`config.mk`:
```
export PLATFORM = sky130hd
export DESIGN_NAME = json_string_unescape_utf8_unit
export DESIGN_NICKNAME = d
export VERILOG_FILES = /design/src/rtl/core/jsu_pkg.sv /design/src/rtl/core/jsu_decode.sv /design/src/rtl/core/jsu_emit.sv /design/src/rtl/core/json_string_unescape_utf8_unit.sv
export SDC_FILE = /design/constraint.sdc
export NUM_CORES = 1
export LEC_CHECK = 0
export ABC_AREA = 1
export ABC_CLOCK_PERIOD_IN_PS = 4780
export BUFFER_PORTS_ARGS = -buffer_cell sky130_fd_sc_hd__buf_4
export CAP_MARGIN = 20
export CORE_ASPECT_RATIO = 1.5
export CORE_MARGIN = 2
export CORE_UTILIZATION = 40
export CTS_CLUSTER_SIZE = 20
export DETAILED_ROUTE_END_ITERATION = 8
export PLACE_DENSITY_LB_ADDON = 0.1
export SLEW_MARGIN = 20
export SYNTH_ARGS = -nofsm -noshare
export SYNTH_HDL_FRONTEND = slang
export SYNTH_HIERARCHICAL = 1
export SYNTH_SLANG_ARGS = --single-unit
```
`constraint.sdc`:
```
create_clock -name i_clk -period 4.78 [get_ports i_clk]
set_clock_uncertainty 0.15 [all_clocks]
set_input_delay 0.239 -clock i_clk [delete_from_list [all_inputs] [get_ports i_clk]]
set_output_delay 0.239 -clock i_clk [all_outputs]
set_load 0.05 [all_outputs]
```
`src/rtl/core/jsu_pkg.sv`:
```
`default_nettype none

package jsu_pkg;

    // Decoder modes
    typedef enum logic [2:0] {
        MODE_IDLE,
        MODE_PLAIN,
        MODE_ESC,
        MODE_HEX_HI,
        MODE_WANT_BS,
        MODE_WANT_U,
        MODE_HEX_LO
    } t_mode;

    // Result kinds
    typedef enum logic [1:0] {
        KIND_DATA = 2'd0,
        KIND_DONE = 2'd1,
        KIND_ERR  = 2'd2
    } t_kind;

    // Error codes
    typedef enum logic [3:0] {
        ERR_NONE       = 4'd0,
        ERR_UNTERM     = 4'd1,
        ERR_CONTROL    = 4'd2,
        ERR_ESC_END    = 4'd3,
        ERR_BAD_ESC    = 4'd4,
        ERR_HEX_TRUNC  = 4'd5,
        ERR_BAD_HEX    = 4'd6,
        ERR_LONE_HIGH  = 4'd7,
        ERR_BAD_LOW    = 4'd8,
        ERR_LONE_LOW   = 4'd9
    } t_err;

    // Up to four results produced by one input transaction
    typedef struct packed {
        logic [2:0]      cnt;
        t_kind           kind;
        t_err            code;
        logic [3:0][7:0] bytes;
    } t_bundle;

    // Hex digit decode: bad flag and nibble
    typedef struct packed {
        logic       bad;
        logic [3:0] val;
    } t_hex;

    localparam logic [15:0] SUR_HI_MIN = 16'hD800;
    localparam logic [15:0] SUR_HI_MAX = 16'hDBFF;
    localparam logic [15:0] SUR_LO_MIN = 16'hDC00;
    localparam logic [15:0] SUR_LO_MAX = 16'hDFFF;
    localparam logic [20:0] SUPP_BASE  = 21'h10000;
    localparam logic [20:0] CP_1B_END  = 21'h80;
    localparam logic [20:0] CP_2B_END  = 21'h800;
    localparam logic [7:0]  CTRL_END   = 8'h20;

    localparam logic [7:0] CH_QUOTE = 8'h22;
    localparam logic [7:0] CH_BSLASH = 8'h5C;
    localparam logic [7:0] CH_SLASH = 8'h2F;
    localparam logic [7:0] CH_B = 8'h62;
    localparam logic [7:0] CH_F = 8'h66;
    localparam logic [7:0] CH_N = 8'h6E;
    localparam logic [7:0] CH_R = 8'h72;
    localparam logic [7:0] CH_T = 8'h74;
    localparam logic [7:0] CH_U = 8'h75;

    function automatic t_hex hex_val(input logic [7:0] c);
        t_hex h;
        h = '0;
        if (c >= 8'h30 && c <= 8'h39) begin
            h.val = 4'(c - 8'h30);
        end else if (c >= 8'h61 && c <= 8'h66) begin
            h.val = 4'(c - 8'h57);
        end else if (c >= 8'h41 && c <= 8'h46) begin
            h.val = 4'(c - 8'h37);
        end else begin
            h.bad = 1'b1;
        end
        return h;
    endfunction

    function automatic t_bundle one_result(input t_kind k, input t_err e, input logic [7:0] b);
        t_bundle r;
        r = '0;
        r.cnt = 3'd1;
        r.kind = k;
        r.code = e;
        r.bytes[0] = b;
        return r;
    endfunction

    function automatic t_bundle utf8_bundle(input logic [20:0] cp);
        t_bundle r;
        r = '0;
        r.kind = KIND_DATA;
        r.code = ERR_NONE;
        if (cp < CP_1B_END) begin
            r.cnt = 3'd1;
            r.bytes[0] = {1'b0, cp[6:0]};
        end else if (cp < CP_2B_END) begin
            r.cnt = 3'd2;
            r.bytes[0] = {3'b110, cp[10:6]};
            r.bytes[1] = {2'b10, cp[5:0]};
        end else if (cp < SUPP_BASE) begin
            r.cnt = 3'd3;
            r.bytes[0] = {4'b1110, cp[15:12]};
            r.bytes[1] = {2'b10, cp[11:6]};
            r.bytes[2] = {2'b10, cp[5:0]};
        end else begin
            r.cnt = 3'd4;
            r.bytes[0] = {5'b11110, cp[20:18]};
            r.bytes[1] = {2'b10, cp[17:12]};
            r.bytes[2] = {2'b10, cp[11:6]};
            r.bytes[3] = {2'b10, cp[5:0]};
        end
        return r;
    endfunction

endpackage

`default_nettype wire

```
`src/rtl/core/jsu_decode.sv`:
```
`default_nettype none

module jsu_decode
    import jsu_pkg::*;
(
    input  wire logic       i_clk,
    input  wire logic       i_rst_n,
    input  wire logic       i_take,
    input  wire logic [7:0] i_text_byte,
    input  wire logic       i_starts_string,
    input  wire logic       i_text_ends,
    output t_bundle         o_bundle
);

    t_mode       r_mode, n_mode;
    logic [1:0]  r_cnt, n_cnt;
    logic [15:0] r_acc, n_acc;
    logic [9:0]  r_hi, n_hi;
    logic        r_bad, n_bad;

    t_mode       e_mode;
    logic [1:0]  e_cnt;
    logic [15:0] e_acc;
    logic [9:0]  e_hi;
    logic        e_bad;

    t_hex        hv;
    logic [15:0] acc_sh;
    logic        bad_sh;
    logic        hex_done;
    logic [20:0] pair_cp;
    t_bundle     bundle;

    // Hold decoder state, update on each accepted transaction
    always_ff @(posedge i_clk) begin
        if (!i_rst_n) begin
            r_mode <= MODE_IDLE;
            r_cnt  <= '0;
            r_acc  <= '0;
            r_hi   <= '0;
            r_bad  <= 1'b0;
        end else if (i_take) begin
            r_mode <= n_mode;
            r_cnt  <= n_cnt;
            r_acc  <= n_acc;
            r_hi   <= n_hi;
            r_bad  <= n_bad;
        end
    end

    // Decode one byte against the current state
    always_comb begin
        e_mode = r_mode;
        e_cnt  = r_cnt;
        e_acc  = r_acc;
        e_hi   = r_hi;
        e_bad  = r_bad;
        if (i_starts_string) begin
            e_mode = MODE_PLAIN;
            e_cnt  = '0;
            e_acc  = '0;
            e_hi   = '0;
            e_bad  = 1'b0;
        end

        hv       = hex_val(i_text_byte);
        acc_sh   = {e_acc[11:0], hv.val};
        bad_sh   = e_bad | hv.bad;
        hex_done = (e_cnt == 2'd3);
        pair_cp  = SUPP_BASE + {1'b0, e_hi, acc_sh[9:0]};

        n_mode = e_mode;
        n_cnt  = e_cnt;
        n_acc  = e_acc;
        n_hi   = e_hi;
        n_bad  = e_bad;
        bundle = '0;

        if (i_text_ends) begin
            n_mode = MODE_IDLE;
            case (e_mode)
                MODE_PLAIN:   bundle = one_result(KIND_ERR, ERR_UNTERM, 8'h00);
                MODE_ESC:     bundle = one_result(KIND_ERR, ERR_ESC_END, 8'h00);
                MODE_HEX_HI,
                MODE_HEX_LO:  bundle = one_result(KIND_ERR, ERR_HEX_TRUNC, 8'h00);
                MODE_WANT_BS,
                MODE_WANT_U:  bundle = one_result(KIND_ERR, ERR_LONE_HIGH, 8'h00);
                default:      bundle = '0;
            endcase
        end else begin
            case (e_mode)
                MODE_PLAIN: begin
                    if (i_text_byte == CH_QUOTE) begin
                        bundle = one_result(KIND_DONE, ERR_NONE, 8'h00);
                        n_mode = MODE_IDLE;
                    end else if (i_text_byte < CTRL_END) begin
                        bundle = one_result(KIND_ERR, ERR_CONTROL, 8'h00);
                        n_mode = MODE_IDLE;
                    end else if (i_text_byte == CH_BSLASH) begin
                        n_mode = MODE_ESC;
                    end else begin
                        bundle = one_result(KIND_DATA, ERR_NONE, i_text_byte);
                    end
                end
                MODE_ESC: begin
                    n_mode = MODE_PLAIN;
                    case (i_text_byte)
                        CH_QUOTE:  bundle = one_result(KIND_DATA, ERR_NONE, CH_QUOTE);
                        CH_BSLASH: bundle = one_result(KIND_DATA, ERR_NONE, CH_BSLASH);
                        CH_SLASH:  bundle = one_result(KIND_DATA, ERR_NONE, CH_SLASH);
                        CH_B:      bundle = one_result(KIND_DATA, ERR_NONE, 8'h08);
                        CH_F:      bundle = one_result(KIND_DATA, ERR_NONE, 8'h0C);
                        CH_N:      bundle = one_result(KIND_DATA, ERR_NONE, 8'h0A);
                        CH_R:      bundle = one_result(KIND_DATA, ERR_NONE, 8'h0D);
                        CH_T:      bundle = one_result(KIND_DATA, ERR_NONE, 8'h09);
                        CH_U: begin
                            n_mode = MODE_HEX_HI;
                            n_cnt  = '0;
                            n_acc  = '0;
                            n_bad  = 1'b0;
                        end
                        default: begin
                            bundle = one_result(KIND_ERR, ERR_BAD_ESC, 8'h00);
                            n_mode = MODE_IDLE;
                        end
                    endcase
                end
                MODE_HEX_HI: begin
                    n_acc = acc_sh;
                    n_bad = bad_sh;
                    n_cnt = hex_done ? 2'd0 : e_cnt + 2'd1;
                    if (hex_done) begin
                        if (bad_sh) begin
                            bundle = one_result(KIND_ERR, ERR_BAD_HEX, 8'h00);
                            n_mode = MODE_IDLE;
                        end else if (acc_sh >= SUR_HI_MIN && acc_sh <= SUR_HI_MAX) begin
                            n_hi   = acc_sh[9:0];
                            n_mode = MODE_WANT_BS;
                        end else if (acc_sh >= SUR_LO_MIN && acc_sh <= SUR_LO_MAX) begin
                            bundle = one_result(KIND_ERR, ERR_LONE_LOW, 8'h00);
                            n_mode = MODE_IDLE;
                        end else begin
                            bundle = utf8_bundle({5'd0, acc_sh});
                            n_mode = MODE_PLAIN;
                        end
                    end
                end
                MODE_WANT_BS: begin
                    if (i_text_byte == CH_BSLASH) begin
                        n_mode = MODE_WANT_U;
                    end else begin
                        bundle = one_result(KIND_ERR, ERR_LONE_HIGH, 8'h00);
                        n_mode = MODE_IDLE;
                    end
                end
                MODE_WANT_U: begin
                    if (i_text_byte == CH_U) begin
                        n_mode = MODE_HEX_LO;
                        n_cnt  = '0;
                        n_acc  = '0;
                        n_bad  = 1'b0;
                    end else begin
                        bundle = one_result(KIND_ERR, ERR_LONE_HIGH, 8'h00);
                        n_mode = MODE_IDLE;
                    end
                end
                MODE_HEX_LO: begin
                    n_acc = acc_sh;
                    n_bad = bad_sh;
                    n_cnt = hex_done ? 2'd0 : e_cnt + 2'd1;
                    if (hex_done) begin
                        if (bad_sh) begin
                            bundle = one_result(KIND_ERR, ERR_BAD_HEX, 8'h00);
                            n_mode = MODE_IDLE;
                        end else if (acc_sh < SUR_LO_MIN || acc_sh > SUR_LO_MAX) begin
                            bundle = one_result(KIND_ERR, ERR_BAD_LOW, 8'h00);
                            n_mode = MODE_IDLE;
                        end else begin
                            bundle = utf8_bundle(pair_cp);
                            n_mode = MODE_PLAIN;
                        end
                    end
                end
                default: begin
                    n_mode = MODE_IDLE;
                end
            endcase
        end
    end

    assign o_bundle = bundle;

endmodule

`default_nettype wire

```
`src/rtl/core/jsu_emit.sv`:
```
`default_nettype none

module jsu_emit
    import jsu_pkg::*;
(
    input  wire logic       i_clk,
    input  wire logic       i_rst_n,
    input  wire logic       i_load,
    input  wire t_bundle    i_bundle,
    output logic            o_can_load,
    output logic            o_out_valid,
    input  wire logic       i_out_stall,
    output logic [7:0]      o_out_byte,
    output logic [1:0]      o_kind,
    output logic [3:0]      o_error_code,
    output logic            o_last_of_run
);

    t_bundle    r_bundle;
    logic [2:0] r_left;
    logic [1:0] r_idx;
    logic       take;

    assign take       = o_out_valid && !i_out_stall;
    assign o_can_load = (r_left == 3'd0) || ((r_left == 3'd1) && !i_out_stall);

    // Load a new run or advance through the current one
    always_ff @(posedge i_clk) begin
        if (!i_rst_n) begin
            r_left <= '0;
            r_idx  <= '0;
        end else if (i_load && i_bundle.cnt != 3'd0) begin
            r_left <= i_bundle.cnt;
            r_idx  <= '0;
        end else if (take) begin
            r_left <= r_left - 3'd1;
            r_idx  <= r_idx + 2'd1;
        end
    end

    // Hold the payload of the run
    always_ff @(posedge i_clk) begin
        if (i_load && i_bundle.cnt != 3'd0) begin
            r_bundle <= i_bundle;
        end
    end

    assign o_out_valid   = (r_left != 3'd0);
    assign o_out_byte    = r_bundle.bytes[r_idx];
    assign o_kind        = r_bundle.kind;
    assign o_error_code  = r_bundle.code;
    assign o_last_of_run = (r_left == 3'd1);

endmodule

`default_nettype wire

```
`src/rtl/core/json_string_unescape_utf8_unit.sv`:
```
// Channel  | Direction | Handshake                   | Payload
// ---------+-----------+-----------------------------+-----------------------------------------
// in       | input     | i_in_valid / o_in_stall     | i_text_byte, i_starts_string, i_text_ends
// out      | output    | o_out_valid / i_out_stall   | o_out_byte, o_kind, o_error_code,
//          |           |                             | o_last_of_run
//
// An input byte is decoded in the cycle it is accepted; its results show in the cycle after.
// Each input yields 0 to 4 results from the result register, one per unstalled cycle.
// A byte giving N results stalls the next input until the last result of its run is taken.
// Reset is synchronous, active low; the decoder returns to idle with no string open.
// A stall on the output holds the current result and stalls the input while a result is held.
`default_nettype none

module json_string_unescape_utf8_unit
    import jsu_pkg::*;
(
    input  wire logic       i_clk,
    input  wire logic       i_rst_n,
    input  wire logic       i_in_valid,
    output logic            o_in_stall,
    input  wire logic [7:0] i_text_byte,
    input  wire logic       i_starts_string,
    input  wire logic       i_text_ends,
    output logic            o_out_valid,
    input  wire logic       i_out_stall,
    output logic [7:0]      o_out_byte,
    output logic [1:0]      o_kind,
    output logic [3:0]      o_error_code,
    output logic            o_last_of_run
);

    t_bundle bundle;
    logic    can_load;
    logic    take_in;

    assign o_in_stall = !can_load;
    assign take_in    = i_in_valid && can_load;

    // Decode state and per-byte logic
    jsu_decode u_decode (
        .i_clk           (i_clk),
        .i_rst_n         (i_rst_n),
        .i_take          (take_in),
        .i_text_byte     (i_text_byte),
        .i_starts_string (i_starts_string),
        .i_text_ends     (i_text_ends),
        .o_bundle        (bundle)
    );

    // Result register and run serializer
    jsu_emit u_emit (
        .i_clk         (i_clk),
        .i_rst_n       (i_rst_n),
        .i_load        (take_in),
        .i_bundle      (bundle),
        .o_can_load    (can_load),
        .o_out_valid   (o_out_valid),
        .i_out_stall   (i_out_stall),
        .o_out_byte    (o_out_byte),
        .o_kind        (o_kind),
        .o_error_code  (o_error_code),
        .o_last_of_run (o_last_of_run)
    );

endmodule

`default_nettype wire

```
==> results.md <==
- Vias per cell: 5.44
- Max Slew Vio Count: 0
- Hold crit path type: input pin to flop
- Area Overhead vs Synth: 11.0%
- Starting density of the core: between 40 and 50%
- Minimum clock period: approximately 3.7 ns
- Seq pwr share: 31.7%
- Clock Latency Late Sink: roughly 0.34 ns
- Max_cap viols: 0
- Die Footprint: 0.0145 mm2
- Nets: 831
- Routability Congestion: approximately 0.94
- # IOs: 31
- Final Cycle Share: 77.9%
- Core area: approximately 0.013 mm2
- Vias in the first global route: between 5000 and 6000
- Final setup TNS: 0 ns
- Final hold vios: 0
- Initial antenna violation count: 0
- Worst r2r src: u_decode/r_hi[6]
- Seq/Total Area, Yosys: between 30% and 40%
- First-pass GRT wire length: about 29 mm
- DRT antenna net count: 0
- P_int: around 1.5 mW
- Synth Instances: 791
- Pwr dens: around 450 mW/mm2
- Hold depth: 3
- Cells after DPL: ~960
- Reg2reg end: u_emit/r_left[1]
- Status: finished, final reports clean
- Clk slew on worst S/H paths: 0.06 ns
- R2R depth: 19
- Yosys warnings: 6
- Critical path type: flop to flop
- Syn Area/Cell: 6.86 um2
- Clk sinks: roughly 70
- Post-DP Area: roughly 0.0057 mm2
- IO Port Bufs: 30
- Total CTS buffers: 9
- Power share of the clock group: between 20% and 30%
- Proportion of layout cells with a drive suffix above 1: between 10% and 20%
- Die Wd: 99.1 um
- Final Non-Filler Cells: around 980
- Max clock buf depth: 2
- Sink of the worst hold path: u_emit/r_left[2]
- Combinational power share: between 40% and 50%
- Number of iterations in the first detailed-routing pass: 5
- Cell variety after synth: between 40 and 50
- Post-CTS Setup Inserts: 0
- Startpoint types: flop
- Worst slew pin tran: ~0.91 ns
- Hold_sp: i_rst_n
- Cell Area, Synth: roughly 0.0054 mm2
- Die Ht: 147 um
- Register bit total from synthesis: 71
- Hold_buf cts: 0
- Setup violators final: 0
- Sw Pwr: 1.16 mW
- Detailed placer's ending HPWL: roughly 15 mm
- Drt total wl: around 19 mm
- R2r setup slk: between 1 and 1.5 ns
- Final WS setup: roughly 1.1 ns
- Largest net degree at the start of global routing: 40
- DRC Markers: 0
- CTS HTree Levels: 3
- Commonest non-fill, non-tap cell in the layout: nand2_1
- Max VDD drop: approximately 230 uV
- GRT Util Overall: between 20 and 30%
- Crit path arrival time: between 3 and 4 ns
- Post-cts sizing count: 0
- Most frequent cells in the layout: nand2_1, inv_1, nor2_1, o21ai_0, a21oi_1
- Switching share of power: a little over two fifths
- Row count: 52
- Drt wl/cell: roughly 19 um
- Total grt overflow: 0
- Leakage: 2.74 nW
- Slew margin rel.: 39.2%
- Fin area: 0.00602 mm2
- Crit end category: flop
- N_diodes: 0
- Iter 0 DRT Violations: 444
- Pre-CTS setup slack: roughly 0.75 ns
- CP required: approximately 4.9 ns
- Clk root buf: clkbuf_16
- Vias: approximately 5300
- CTS tree: built
- Max Fclk: around 0.27 GHz
- CP max FO: 39
- RSZ-0062 raised after global routing: false
how the worst max path moves through the flow:
stage / startpoint / to / cells past startpoint
global placement: i_starts_string / u_emit/r_left[1] / 20
detailed placement: i_starts_string / u_emit/r_left[1] / 20
global route: u_decode/r_hi[6] / u_emit/r_left[1] / 19
floorplan: i_starts_string / u_emit/r_left[1] / 23
CTS: u_decode/r_hi[6] / u_emit/r_left[1] / 18
finish: u_decode/r_hi[6] / u_emit/r_left[1] / 19
registers in the layout (all words and copies together), names as in the netlist:
| name | count |
|---|---|
| u_emit/r_bundle | 32 |
| u_decode/r_acc | 12 |
| u_decode/r_hi | 10 |
| u_emit/o_error_code | 4 |
| u_decode/r_mode | 3 |
| u_emit/r_left | 3 |
| u_decode/r_cnt | 2 |
| u_emit/o_kind | 2 |
| u_emit/r_idx | 2 |
| u_decode/r_bad | 1 |
layout make-up:
| cell class | count | area (um2) |
|---|---|---|
| multi-input combinational | 569 | 2970 |
| fill | 1430 | 7390 |
| tap | 162 | 203 |
| inverter | 124 | 470 |
| timing repair buffer | 33 | 248 |
| clock inverter | 7 | 96.3 |
| sequential | 71 | 1800 |
| clock buffer | 9 | 225 |
per-layer routing:
layer / part of all wire, % / global-route usage [%] / up-vias
met1: 39 / 29.7 / 2460
met3: 4.3 / 3.59 / 41
li1: - / - / 2636
met2: 52 / 46.1 / 170
met4: 4.8 / 12.9 / 0
met5: 0 / 0 / -
power by group through the flow:
stage	Sequential, mW	Combinational [mW]	Clock [mW]
after CTS	0.853	1.10	0.758
after global placement	0.867	1.10	0
after detailed placement	0.866	1.10	0
final	0.854	1.10	0.737
after global routing	0.865	1.20	0.778
after floorplan	0.827	0.840	0
critical path, stage by stage (launching register included):
cell and delay [ns]:
dfxtp_1 0.35, inv_1 0.10, nor2_8 0.16, ha_1 0.22, nand3_1 0.08, nand2_1 0.11, inv_2 0.06, nor2_8 0.13
nand3_4 0.11, nor2_8 0.17, nand3_4 0.16, nand2_4 0.12, nor2_4 0.04, nand2_2 0.22, inv_2 0.07, nand2_2 0.09
nand3_2 0.70, o21ai_0 0.43, nor2_1 0.07, nor2_1 0.10
synth_stat cells, drive strengths merged:
| cell type | instances | area (um2) |
|---|---|---|
| nand4 | 14 | 93.8 |
| nand2 | 201 | 832 |
| nor3 | 9 | 60.1 |
| buf | 20 | 156 |
| nor4 | 2 | 12.5 |
| nor3b | 1 | 12.5 |
| inv | 121 | 459 |
| o21ai | 79 | 410 |
| o22ai | 12 | 75.1 |
| dfxtp | 33 | 661 |
| a221oi | 1 | 8.76 |
| a21oi | 51 | 255 |
| o31ai | 1 | 7.51 |
| conb | 1 | 3.75 |
| o221ai | 3 | 26.3 |
| edfxtp | 38 | 1140 |
| o2111ai | 3 | 26.3 |
| nand3b | 4 | 42.5 |
| clkinv | 3 | 11.3 |
| a22oi | 1 | 7.51 |
| nand3 | 49 | 293 |
| nor2 | 101 | 507 |
| ha | 9 | 113 |
| clkbuf | 9 | 33.8 |
| o311ai | 2 | 17.5 |
| o211ai | 8 | 60.1 |
| a21o | 1 | 7.51 |
| a31oi | 12 | 75.1 |
| and3 | 1 | 6.26 |
| o21bai | 1 | 7.51 |
metrics by stage:
step | utilization, % | power (mW) | hold slack [ns]
floorplan | - | 1.67 | 0.187
global placement | 42.5 | 1.97 | 0.307
detailed placement | 42.5 | 1.97 | 0.316
CTS | 44.9 | 2.71 | 0.113
global route | 44.9 | 2.84 | 0.137
finish | 44.9 | 2.69 | 0.118
cell families after synthesis:
family / synth area share, %
other: 0.0692
adders and majority gates: 2.08
and+or+nand+nor: 34.3
buffers and inverters: 12.2
DFF: 33.2
AOI/OAI and AO/OA: 18.2
Note: power is estimated with default switching activity, not from simulation.
